--- src/sv/apik_sqrt.sv ---
// pipelined integer square root, one result bit per stage
module apik_sqrt #(
  parameter int W  = 40,
  parameter int TW = 1
) (
  input  logic             clk,
  input  logic             rst,
  input  logic             vld_in,
  input  logic [W-1:0]     rad,
  input  logic [TW-1:0]    tag_in,
  output logic             vld_out,
  output logic [W/2-1:0]   root,
  output logic [TW-1:0]    tag_out
);

  localparam int K = W / 2;

  logic [W-1:0]  rem [K+1];
  logic [W-1:0]  res [K+1];
  logic          vld [K+1];
  logic [TW-1:0] tg  [K+1];

  assign rem[0] = rad;
  assign res[0] = '0;
  assign vld[0] = vld_in;
  assign tg[0]  = tag_in;

  for (genvar k = 0; k < K; k++) begin : g_stage
    localparam logic [W:0] BIT = (W+1)'(1) << (2 * (K - 1 - k));
    logic [W:0] trial;
    assign trial = {1'b0, res[k]} + BIT;

    always_ff @(posedge clk) begin
      if (rst) begin
        vld[k+1] <= 1'b0;
      end else begin
        vld[k+1] <= vld[k];
      end
    end

    always_ff @(posedge clk) begin
      tg[k+1] <= tg[k];
      if ({1'b0, rem[k]} >= trial) begin
        rem[k+1] <= W'({1'b0, rem[k]} - trial);
        res[k+1] <= W'(({1'b0, res[k]} >> 1) + BIT);
      end else begin
        rem[k+1] <= rem[k];
        res[k+1] <= res[k] >> 1;
      end
    end
  end

  assign vld_out = vld[K];
  assign root    = res[K][K-1:0];
  assign tag_out = tg[K];

endmodule

--- config.mk ---
export PLATFORM = sky130hd
export DESIGN_NAME = apik_sqrt
export DESIGN_NICKNAME = d
export VERILOG_FILES = /design/src/sv/apik_sqrt.sv
export SDC_FILE = /design/constraint.sdc
export NUM_CORES = 1
export LEC_CHECK = 0
export ABC_AREA = 1
export BUFFER_PORTS_ARGS = -buffer_cell sky130_fd_sc_hd__buf_2
export CORE_ASPECT_RATIO = 1.4
export CORE_MARGIN = 3
export CORE_UTILIZATION = 50
export DETAILED_ROUTE_END_ITERATION = 10
export PLACE_DENSITY = 0.68
export SLEW_MARGIN = 40
export SYNTH_ARGS = -nofsm -noshare
export SYNTH_HDL_FRONTEND = slang
export SYNTH_SLANG_ARGS = --single-unit
export TNS_END_PERCENT = 30
--- constraint.sdc ---
create_clock -name clk -period 2.1 [get_ports clk]
set_clock_uncertainty 0.2 [all_clocks]
set_input_delay 0.21 -clock clk [delete_from_list [all_inputs] [get_ports clk]]
set_output_delay 0.21 -clock clk [all_outputs]
set_load 0.01 [all_outputs]
==> impl_metrics.py <==
metrics = {
    "yosys": {
        "synthArstFlopShare_pct": 0,
        "synth_area_sq_um": 43200,
        "synth.distinct_cells": 52,
        "synth_area_per_cell_sq_um": 7.63,
        "syn-num-nets": 5929,
        "yosysSeqAreaShare_pct": 46.9,
        "synth-main-ff-cell": "dfxtp_1",
        "synth-seq-cells": 1010,
        "synthCells": 5659,
        "ys_warn_count": 0,
        "synth_edf_count": 0,
    },
    "route": {
        "drt_iter0_drc": 2688,
        "via_per_inst": 5.28,
        "wire_per_inst_microns": 18.6,
        "drtAntennaViolNets": 0,
        "firstDrtPassIters": 6,
        "drc": 0,
        "wirelength_microns": 153000,
        "vias": 43500,
    },
    "floorplan": {
        "die-width_microns": 254,
        "die_area_sq_um": 89900,
        "core_sq_um": 85000,
        "io_pins": 66,
        "die_h_microns": 354,
        "row_count": 126,
        "start_util_pct": 50.8,
    },
    "pwr": {
        "p_int_w": 0.0558,
        "swShare_pct": 39.3,
        "total_power_w": 0.0920,
        "power_leakage_nw": 31.0,
        "power_density_nw_per_um2": 1430,
        "p_clk_share_pct": 19.5,
        "p_sw_w": 0.0362,
        "pwr-share-comb_pct": 49.4,
        "sequentialPowerShare_pct": 31.0,
        "irDropWorstVdd_mv": 1.31,
    },
    "global_route": {
        "grt_max_degree": 29,
        "grt_pass1_vias": 42900,
        "antenna_found_initial": 1,
        "grt_pass1_wl_microns": 218000,
        "grt_overflow": 0,
        "gr-usage-all-layers_pct": 30.6,
    },
    "place": {
        "preCtsSetupSlack_ns": -0.594,
        "io_buffers": 65,
        "routabilityCongestion": 0.968,
        "placed_area_sq_um": 52300,
        "dpl.hpwl_microns": 101000,
    },
    "timing": {
        "fin_crit_ns": 2.44,
        "hold_viol": 0,
        "setup_violations": 316,
        "fin_crit_sh_pct": 116,
        "drv_slew": 0,
        "max_slew_margin_pct": 52.6,
        "worstMarginPinSlew_ns": 0.705,
        "fin_setup_tns_ns": -41.26,
        "setup_ws_ns": -0.341,
        "rsz0062_at_grt": "true",
        "fmax_ghz": 0.410,
    },
    "worst_setup_path": {
        "critical_path.cell_chain": "ha_4 -> nand2_1 -> nand2_2 -> a21oi_2 -> nand2_2 -> nand2_2 -> nand2_2 -> nand2_2 -> nand2_2 -> nor2_4 -> buf_12 -> buf_16 -> nand2_2 -> nand2_1",
        "max_stage_delay_ns": 0.43,
        "crit_slowest_cell": "dfxtp_1",
        "crit_top_cell": "nand2_2",
        "path_buf_inv": 2,
        "start_kind": "flip-flop",
        "r2r_start": "rem[256]",
        "endpoint_kind": "flip-flop",
        "cp-startpoint": "rem[256]",
        "setup.worst_path.end": "rem[216]",
        "crit_family": "simple AND/OR/NAND/NOR gates",
        "worstSetupPathType": "reg -> reg",
        "r2r_setup_slack_ns": -0.34,
        "reg2reg_depth": 14,
        "crit_fanout": 5,
        "crit_required_ns": 2.47,
        "crit_cells": 14,
        "rr_endpoint": "rem[216]",
        "cp.arrival_ns": 2.82,
    },
    "cells_and_area": {
        "fillCellCount": 5637,
        "nets": 7350,
        "area_delta_synth_final_pct": 48.8,
        "drive_gt1_share_pct": 36.2,
        "n_antenna_cell": 0,
        "fin_area_sq_um": 64200,
    },
    "cts": {
        "clkLatencyLatePin_ns": 0.69,
        "cts.htree.levels": 3,
        "clkTransAtPathRegs_ns": 0.06,
        "numCtsBuffers": 92,
        "cts_tree": "built",
        "cts_buffer_depth": 3,
        "cts_sinks": 1010,
        "cts_root_buffer": "clkbuf_16",
    },
    "flow_run": {
        "cap_violations": 0,
    },
    "status": {
        "outcome": "finished, violations left",
        "violations": "negative setup slack",
    },
    "min_path": {
        "holdCritPathClass": "in -> reg",
    },
}
sequential cells by signal, indices dropped and copies added (netlist names):
name / cells
rem: 760
res: 190
root: 20
tg: 19
vld: 19
tag_out: 1
vld_out: 1
timing repair:
item                                   CTS  global route
buffers inserted                       104            76
pin swaps                              149           205
hold buffers                            85             0
setup endpoints to repair              367           388
resized for setup                      726           766
endpoints found under the hold margin   62             0
gates cloned                            27             8
worst register-to-register path: stages (launching register included):
cell and delay [ns]:
dfxtp_1 0.43, ha_4 0.26, nand2_1 0.09, nand2_2 0.09
a21oi_2 0.14, nand2_2 0.20, nand2_2 0.12, nand2_2 0.07
nand2_2 0.10, nand2_2 0.08, nor2_4 0.16, buf_12 0.16
buf_16 0.14, nand2_2 0.06, nand2_1 0.07
routing by layer:
layer,track usage [%],vias to the layer above,routed length [microns]
met2,57.0,1603,77600
li1,-,20800,-
met4,19.6,2,12900
met5,0,-,7
met3,3.69,740,7810
met1,32.2,20300,54900
placed cells by master, fill, tap and decap left out, types with 13 or more instances in the layout:
cell / instances
nand2_1: 1219
buf_4: 1087
dfxtp_1: 854
inv_1: 702
nor2_1: 533
nand3_1: 251
nand2_2: 226
dfxtp_2: 151
a21oi_1: 144
ha_4: 131
a21oi_2: 123
clkbuf_16: 101
xor2_1: 97
o21ai_0: 93
ha_1: 93
xnor2_1: 92
nand4_1: 91
nand2_4: 91
dlygate4sd3_1: 85
o21ai_1: 84
inv_2: 78
buf_6: 72
buf_2: 65
nor2_2: 61
nor2_4: 52
nor3_1: 51
nor4_1: 50
o21ai_2: 46
nand3b_1: 37
nand3_2: 31
a21oi_4: 31
buf_12: 27
or2_2: 21
nor3_2: 19
nand3_4: 15
clkbuf_8: 14
a21o_1: 13
stage by stage:
stage               instances  hold WS, ns  util, %
global placement         7789        0.109     61.5
detailed placement       7789        0.112     61.5
CTS                      8172      0.00544     71.6
finish                   8243       0.0675     75.6
global route             8243        0.107     75.6
floorplan                5659       0.0377        -
power by group through the flow:
stage	Combinational (W)	Sequential, W	Clock, W
3_3_place_gp	0.0349	0.0279	0
4_1_cts	0.0392	0.0280	0.0181
6_report	0.0455	0.0285	0.0180
2_1_floorplan	0.0192	0.0263	0
5_1_grt	0.0493	0.0288	0.0189
3_5_place_dp	0.0352	0.0280	0
worst min path at each step:
| stage | start | end | slack, ns | depth (start not counted) |
|---|---|---|---|---|
| 2_1_floorplan | rad[0] | rem[760] | 0.04 | 0 |
| 3_3_place_gp | tg[18] | tg[17] | 0.11 | 0 |
| 3_5_place_dp | tg[13] | tg[12] | 0.11 | 0 |
| 4_1_cts | rad[38] | rem[799] | 0.005 | 4 |
| 5_1_grt | rad[39] | res[798] | 0.11 | 3 |
| 6_report | rad[39] | res[798] | 0.07 | 3 |
synth_stat cells (20+ instances only):
library cell / count / area [sq um]
buf_4: 20 / 150
inv_1: 768 / 2880
o21ai_1: 38 / 190
xor2_1: 105 / 920
a21oi_2: 27 / 236
a21oi_1: 271 / 1360
o21ai_0: 189 / 946
xnor2_1: 97 / 850
dfxtp_1: 1010 / 20200
nand3b_1: 37 / 278
nor4_1: 54 / 338
nor3_1: 76 / 380
or2_2: 22 / 138
nand2_1: 1520 / 5710
ha_1: 226 / 2830
nand3_1: 297 / 1490
nor2_1: 622 / 2330
nand4_1: 91 / 569
cell type report:
cell class,count,area (sq um),share of cell area [%]
flip-flops and latches,1010,20400,31.8
well taps,1088,1360,2.12
clock inverters,53,778,1.21
inverters,789,3020,4.70
clock buffers,116,2530,3.94
multi-input cells,3814,24700,38.4
repair buffers,1365,11300,17.7
repair inverters,8,103,0.160
kinds of logic (layout without fill, tap and decap cells):
family	Yosys count	in the layout	synth area share, %
AO/OA/AOI/OAI	590	590	7.46
XOR/XNOR	202	202	4.10
flip-flops	1010	1010	46.9
AND/OR/NAND/NOR	2794	2796	27.3
buffers and inverters	837	2331	7.69
adder cells (fa/ha/maj)	226	226	6.55
Note: power is estimated with default switching activity, not from simulation.
