`src/sv/apik_div.sv`:
```
// pipelined restoring divider with an overflow check ahead of the quotient bits
module apik_div #(
  parameter int DW = 51,
  parameter int SW = 33,
  parameter int QW = 17,
  parameter int TW = 1
) (
  input  logic          clk,
  input  logic          rst,
  input  logic          vld_in,
  input  logic [DW-1:0] dvd,
  input  logic [SW-1:0] dvs,
  input  logic [TW-1:0] tag_in,
  output logic          vld_out,
  output logic [QW-1:0] quo,
  output logic          ovf,
  output logic [TW-1:0] tag_out
);

  logic [DW-1:0] rem [QW+1];
  logic [SW-1:0] dv  [QW+1];
  logic [QW-1:0] q   [QW+1];
  logic          of  [QW+1];
  logic          vld [QW+1];
  logic [TW-1:0] tg  [QW+1];

  logic [DW-1:0] dvs_ext;
  assign dvs_ext = {{(DW-SW){1'b0}}, dvs};

  always_ff @(posedge clk) begin
    if (rst) begin
      vld[0] <= 1'b0;
    end else begin
      vld[0] <= vld_in;
    end
  end

  // input register, flagging a quotient too wide for QW bits
  always_ff @(posedge clk) begin
    rem[0] <= dvd;
    dv[0]  <= dvs;
    q[0]   <= '0;
    of[0]  <= dvd >= (dvs_ext << QW);
    tg[0]  <= tag_in;
  end

  for (genvar j = 0; j < QW; j++) begin : g_bit
    localparam int B = QW - 1 - j;
    logic [DW-1:0] trial;
    assign trial = {{(DW-SW){1'b0}}, dv[j]} << B;

    always_ff @(posedge clk) begin
      if (rst) begin
        vld[j+1] <= 1'b0;
      end else begin
        vld[j+1] <= vld[j];
      end
    end

    always_ff @(posedge clk) begin
      dv[j+1] <= dv[j];
      of[j+1] <= of[j];
      tg[j+1] <= tg[j];
      if (!of[j] && rem[j] >= trial) begin
        rem[j+1] <= rem[j] - trial;
        q[j+1]   <= q[j] | (QW'(1) << B);
      end else begin
        rem[j+1] <= rem[j];
        q[j+1]   <= q[j];
      end
    end
  end

  assign vld_out = vld[QW];
  assign quo     = q[QW];
  assign ovf     = of[QW];
  assign tag_out = tg[QW];

endmodule

```
`config.mk`:
```
export PLATFORM = sky130hd
export DESIGN_NAME = apik_div
export DESIGN_NICKNAME = d
export VERILOG_FILES = /design/src/sv/apik_div.sv
export SDC_FILE = /design/constraint.sdc
export NUM_CORES = 2
export LEC_CHECK = 0
export BUFFER_PORTS_ARGS = -buffer_cell sky130_fd_sc_hd__buf_2
export CAP_MARGIN = 25
export CORE_MARGIN = 10
export CORE_UTILIZATION = 40
export CTS_CLUSTER_SIZE = 28
export DETAILED_ROUTE_END_ITERATION = 8
export RECOVER_POWER = 25
export SYNTH_ARGS = -nofsm -noshare
export SYNTH_HDL_FRONTEND = slang
export SYNTH_SLANG_ARGS = --single-unit
```
`constraint.sdc`:
```
create_clock -name clk -period 3.85 [get_ports clk]
set_clock_uncertainty 0.15 [all_clocks]
set_input_delay 0.5775 -clock clk [delete_from_list [all_inputs] [get_ports clk]]
set_output_delay 0.5775 -clock clk [all_outputs]
set_load 0.1 [all_outputs]
```
==> impl_metrics.env <==
export IMPL_drive_gt1_frac=0.1782
export IMPL_endpoint_kind="register"
export IMPL_layout_area_overhead_vs_synth_pct=24.19
export IMPL_cellPowerDensity_nw_per_um2=810.5
export IMPL_die_w_um=448.3
export IMPL_drv_cap=0
export IMPL_critical_path_class="reg2reg"
export IMPL_critPathArrivalTime_ps=4380
export IMPL_grt_pass1_wl_um=313800
export IMPL_place_hpwl_um=160000
export IMPL_layout_min_cycle_time_ps=3837
export IMPL_fmax_mhz=260.6
export IMPL_drt_first_pass_iters=5
export IMPL_port_buffer_count=107
export IMPL_critPathSlowestCell="or4_1"
export IMPL_cp_num_cells=16
export IMPL_cts_buffers=180
export IMPL_syn_cell_area_um2=73360
export IMPL_antenna_found_initial=1
export IMPL_crit_buf_inv=6
export IMPL_netlist_instances=8024
export IMPL_pin_count=108
export IMPL_synth_main_ff_cell="dfxtp_1"
export IMPL_synth_top_area_cell="dfxtp_1"
export IMPL_hold_viol_final=0
export IMPL_dr_first_iter_drc_count=2522
export IMPL_yosys_warnings=0
export IMPL_die_h_um=448.3
export IMPL_grt_overflow=0
export IMPL_path_cells="inv_1, ha_2, buf_4, nand4_1, nor4_2, buf_4, nand4_1, or4_1, buf_4, o21ai_1, a211oi_2, buf_4, buf_4, or3_1, or3_1, xnor2_1"
export IMPL_cts_tree="built"
export IMPL_ir_drop_uv=434.4
export IMPL_gp_congestion=0.9898
export IMPL_yosys_top_cells_area="dfxtp_1, ha_1, o21ai_0"
export IMPL_via_per_inst=5.054
export IMPL_holdPathStages=0
export IMPL_core_rowCount=157
export IMPL_cp_top_family="simple AND/OR/NAND/NOR gates"
export IMPL_first_global_vias=61290
export IMPL_ys_ff_latch=1635
export IMPL_synth_cell_type_count=91
export IMPL_root_buffer="clkbuf_16"
export IMPL_wl_per_cell_um=17.42
export IMPL_worst_slack_ps=13.20
export IMPL_yosysTopAreaCellShare=0.4462
export IMPL_cts_max_path_buffers=3
export IMPL_p_leak_nw=42.41
export IMPL_vias=58369
export IMPL_setup_viol=0
export IMPL_ys_seq_area_frac=0.4462
export IMPL_syn_mean_instance_area_um2=9.143
export IMPL_cp_common_cell="buf_4"
export IMPL_worst_r2r_path_depth=16
export IMPL_grt_total_usage=0.1946
export IMPL_whs_ps=165.3
export IMPL_dieArea_um2=200900
export IMPL_slew_headroom=0.4069
export IMPL_slowest_delay_ps=430
export IMPL_core_um2=182700
export IMPL_crit_path_max_fanout=5
export IMPL_synth_edf_count=0
export IMPL_hp_class="reg2reg"
export IMPL_drv_slew=0
export IMPL_cts_clk_slew_worst_paths_ps=60
export IMPL_synthArstFlopShare=0
export IMPL_finalWirelength_um=201200
export IMPL_status="finished clean"
export IMPL_cp_start_kind="register"
export IMPL_cts_sinks=1635
export IMPL_final_util=0.4987
export IMPL_synth_fp_nets=8722
export IMPL_post_route_period_util=0.9966
export IMPL_ant_nets=0
export IMPL_worstSkewPairLatency_ps=830
export IMPL_drc=0
export IMPL_ctsHtreeMaxLevel=4
export IMPL_nets=9713
export IMPL_worst_slew_pin_slew_ps=884.3
export IMPL_design_power_total_mw=73.84
export IMPL_grt_max_degree=58
export IMPL_grt_setup_unrepaired="yes"
export IMPL_cp_required_ps=4400
export IMPL_dpl_worst_slack_ps=-575.8
export IMPL_start_util=0.4016
==> synth_stat cells (all sizes together), types with 10 or more instances <==
| library cell | n |
|---|---|
| buf | 44 |
| nand4b | 15 |
| a21o | 303 |
| xor2 | 276 |
| nand2b | 85 |
| o211ai | 29 |
| ha | 594 |
| a2111oi | 18 |
| nand4 | 142 |
| or3 | 43 |
| xnor2 | 334 |
| or4 | 24 |
| nor4b | 18 |
| clkbuf | 203 |
| nand2 | 752 |
| and3 | 51 |
| a211oi | 40 |
| and2 | 28 |
| or2 | 24 |
| a311oi | 14 |
| mux2 | 114 |
| nand3 | 129 |
| a211o | 17 |
| nor2b | 108 |
| o31a | 28 |
| o21ai | 684 |
| o2111ai | 10 |
| o21bai | 61 |
| a31oi | 65 |
| and4 | 14 |
| nor3 | 101 |
| fa | 16 |
| o31ai | 42 |
| inv | 744 |
| nor3b | 11 |
| a21boi | 22 |
| o221ai | 11 |
| a41oi | 11 |
| nor2 | 320 |
| nand3b | 15 |
| a21oi | 555 |
| a221oi | 10 |
| o21a | 62 |
| nor4 | 104 |
| dfxtp | 1635 |
==> state kept, by name, summed over array words and instances, names as in the netlist <==
signal  count
dv        561
q         153
vld        18
of         18
tg         18
rem       867
==> cells in the final DEF (no fill, tap or decap), types with 142 or more instances in the layout <==
cell type,Yosys,routed
ha_1,594,584
nand2_1,752,747
clkbuf_16,0,187
xnor2_1,334,333
xor2_1,276,276
a21oi_1,555,539
dfxtp_1,1635,1621
nand4_1,142,142
a21o_1,303,302
o21ai_0,680,651
inv_1,744,734
buf_4,19,822
nor2_1,320,317
==> kinds of logic (layout without fill, tap and decap cells) <==
family,count (synthesis),after routing,synth area share
AO/OA/AOI/OAI,2057,2057,0.1710
flip-flops,1635,1635,0.4462
AND/OR/NAND/NOR,2001,2001,0.1339
adder cells (fa/ha/maj),610,610,0.1057
XOR/XNOR,610,610,0.07283
other,0,1,0
buffers and inverters,991,2130,0.05212
multiplexers,120,120,0.01832
==> per-layer routing <==
metal	global-route usage	vias up	routed length, µm
li1	-	29822	-
met1	0.1770	26756	70730
met2	0.3927	1157	109600
met3	0.02647	634	5270
met4	0.1312	0	15670
met5	0	-	0
==> power breakdown <==
part / leakage (nW) / total (mW) / internal, mW / switching, mW
logic: 25.6 / 32.6 / 15.1 / 17.5
registers: 13.8 / 23.8 / 21.0 / 2.78
clock network: 3.02 / 17.5 / 10.5 / 7.06
total: 42.4 / 73.8 / 46.5 / 27.3
==> area by class of cell <==
type / instances / area, µm²
Fill cell: 16843 / 91580
Multi-Input combinational cell: 5398 / 38150
Sequential cell: 1635 / 32750
Timing Repair Buffer: 1056 / 8229
Clock buffer: 251 / 5225
Tap cell: 2385 / 2984
Inverter: 744 / 2793
Clock inverter: 79 / 969.7
Antenna cell: 1 / 2.502
==> through the flow <==
| stage | cell area [µm²] | cells | setup TNS (ps) |
|---|---|---|---|
| after floorplan | 73360 | 8024 | 0 |
| after global placement | 82220 | 11083 | -40500 |
| after detailed placement | 82220 | 11083 | -43440 |
| after CTS | 89840 | 11510 | -26.39 |
| after global routing | 91110 | 11549 | -1974 |
| final | 91110 | 11549 | 0 |
==> path summary, 6_finish.rpt <==
check        startpoint          to  slack [ps]
max            dv[1][4]  rem[1][50]          10
min            q[3][14]    q[3][31]         170
max reg2reg    dv[1][4]  rem[1][50]          10
min reg2reg    q[3][14]    q[3][31]         170
==> worst register-to-register path: stages (launching register included) <==
cell and delay, ps:
dfxtp_1 350, inv_1 50, ha_2 360, buf_4 140, nand4_1 110, nor4_2 270
buf_4 180, nand4_1 140, or4_1 430, buf_4 180, o21ai_1 190, a211oi_2 70
buf_4 160, buf_4 120, or3_1 370, or3_1 330, xnor2_1 130
==> timing repair <==
action / in CTS / in global routing
gates cloned: 1 / 4
buffers inserted: 8 / 34
resized for setup: 101 / 210
endpoints found under the setup margin: 321 / 438
endpoints found under the hold margin: 103 / 0
pin swaps: 37 / 112
hold buffers: 88 / 0
No activity file was read; power rests on OpenSTA's default activity.
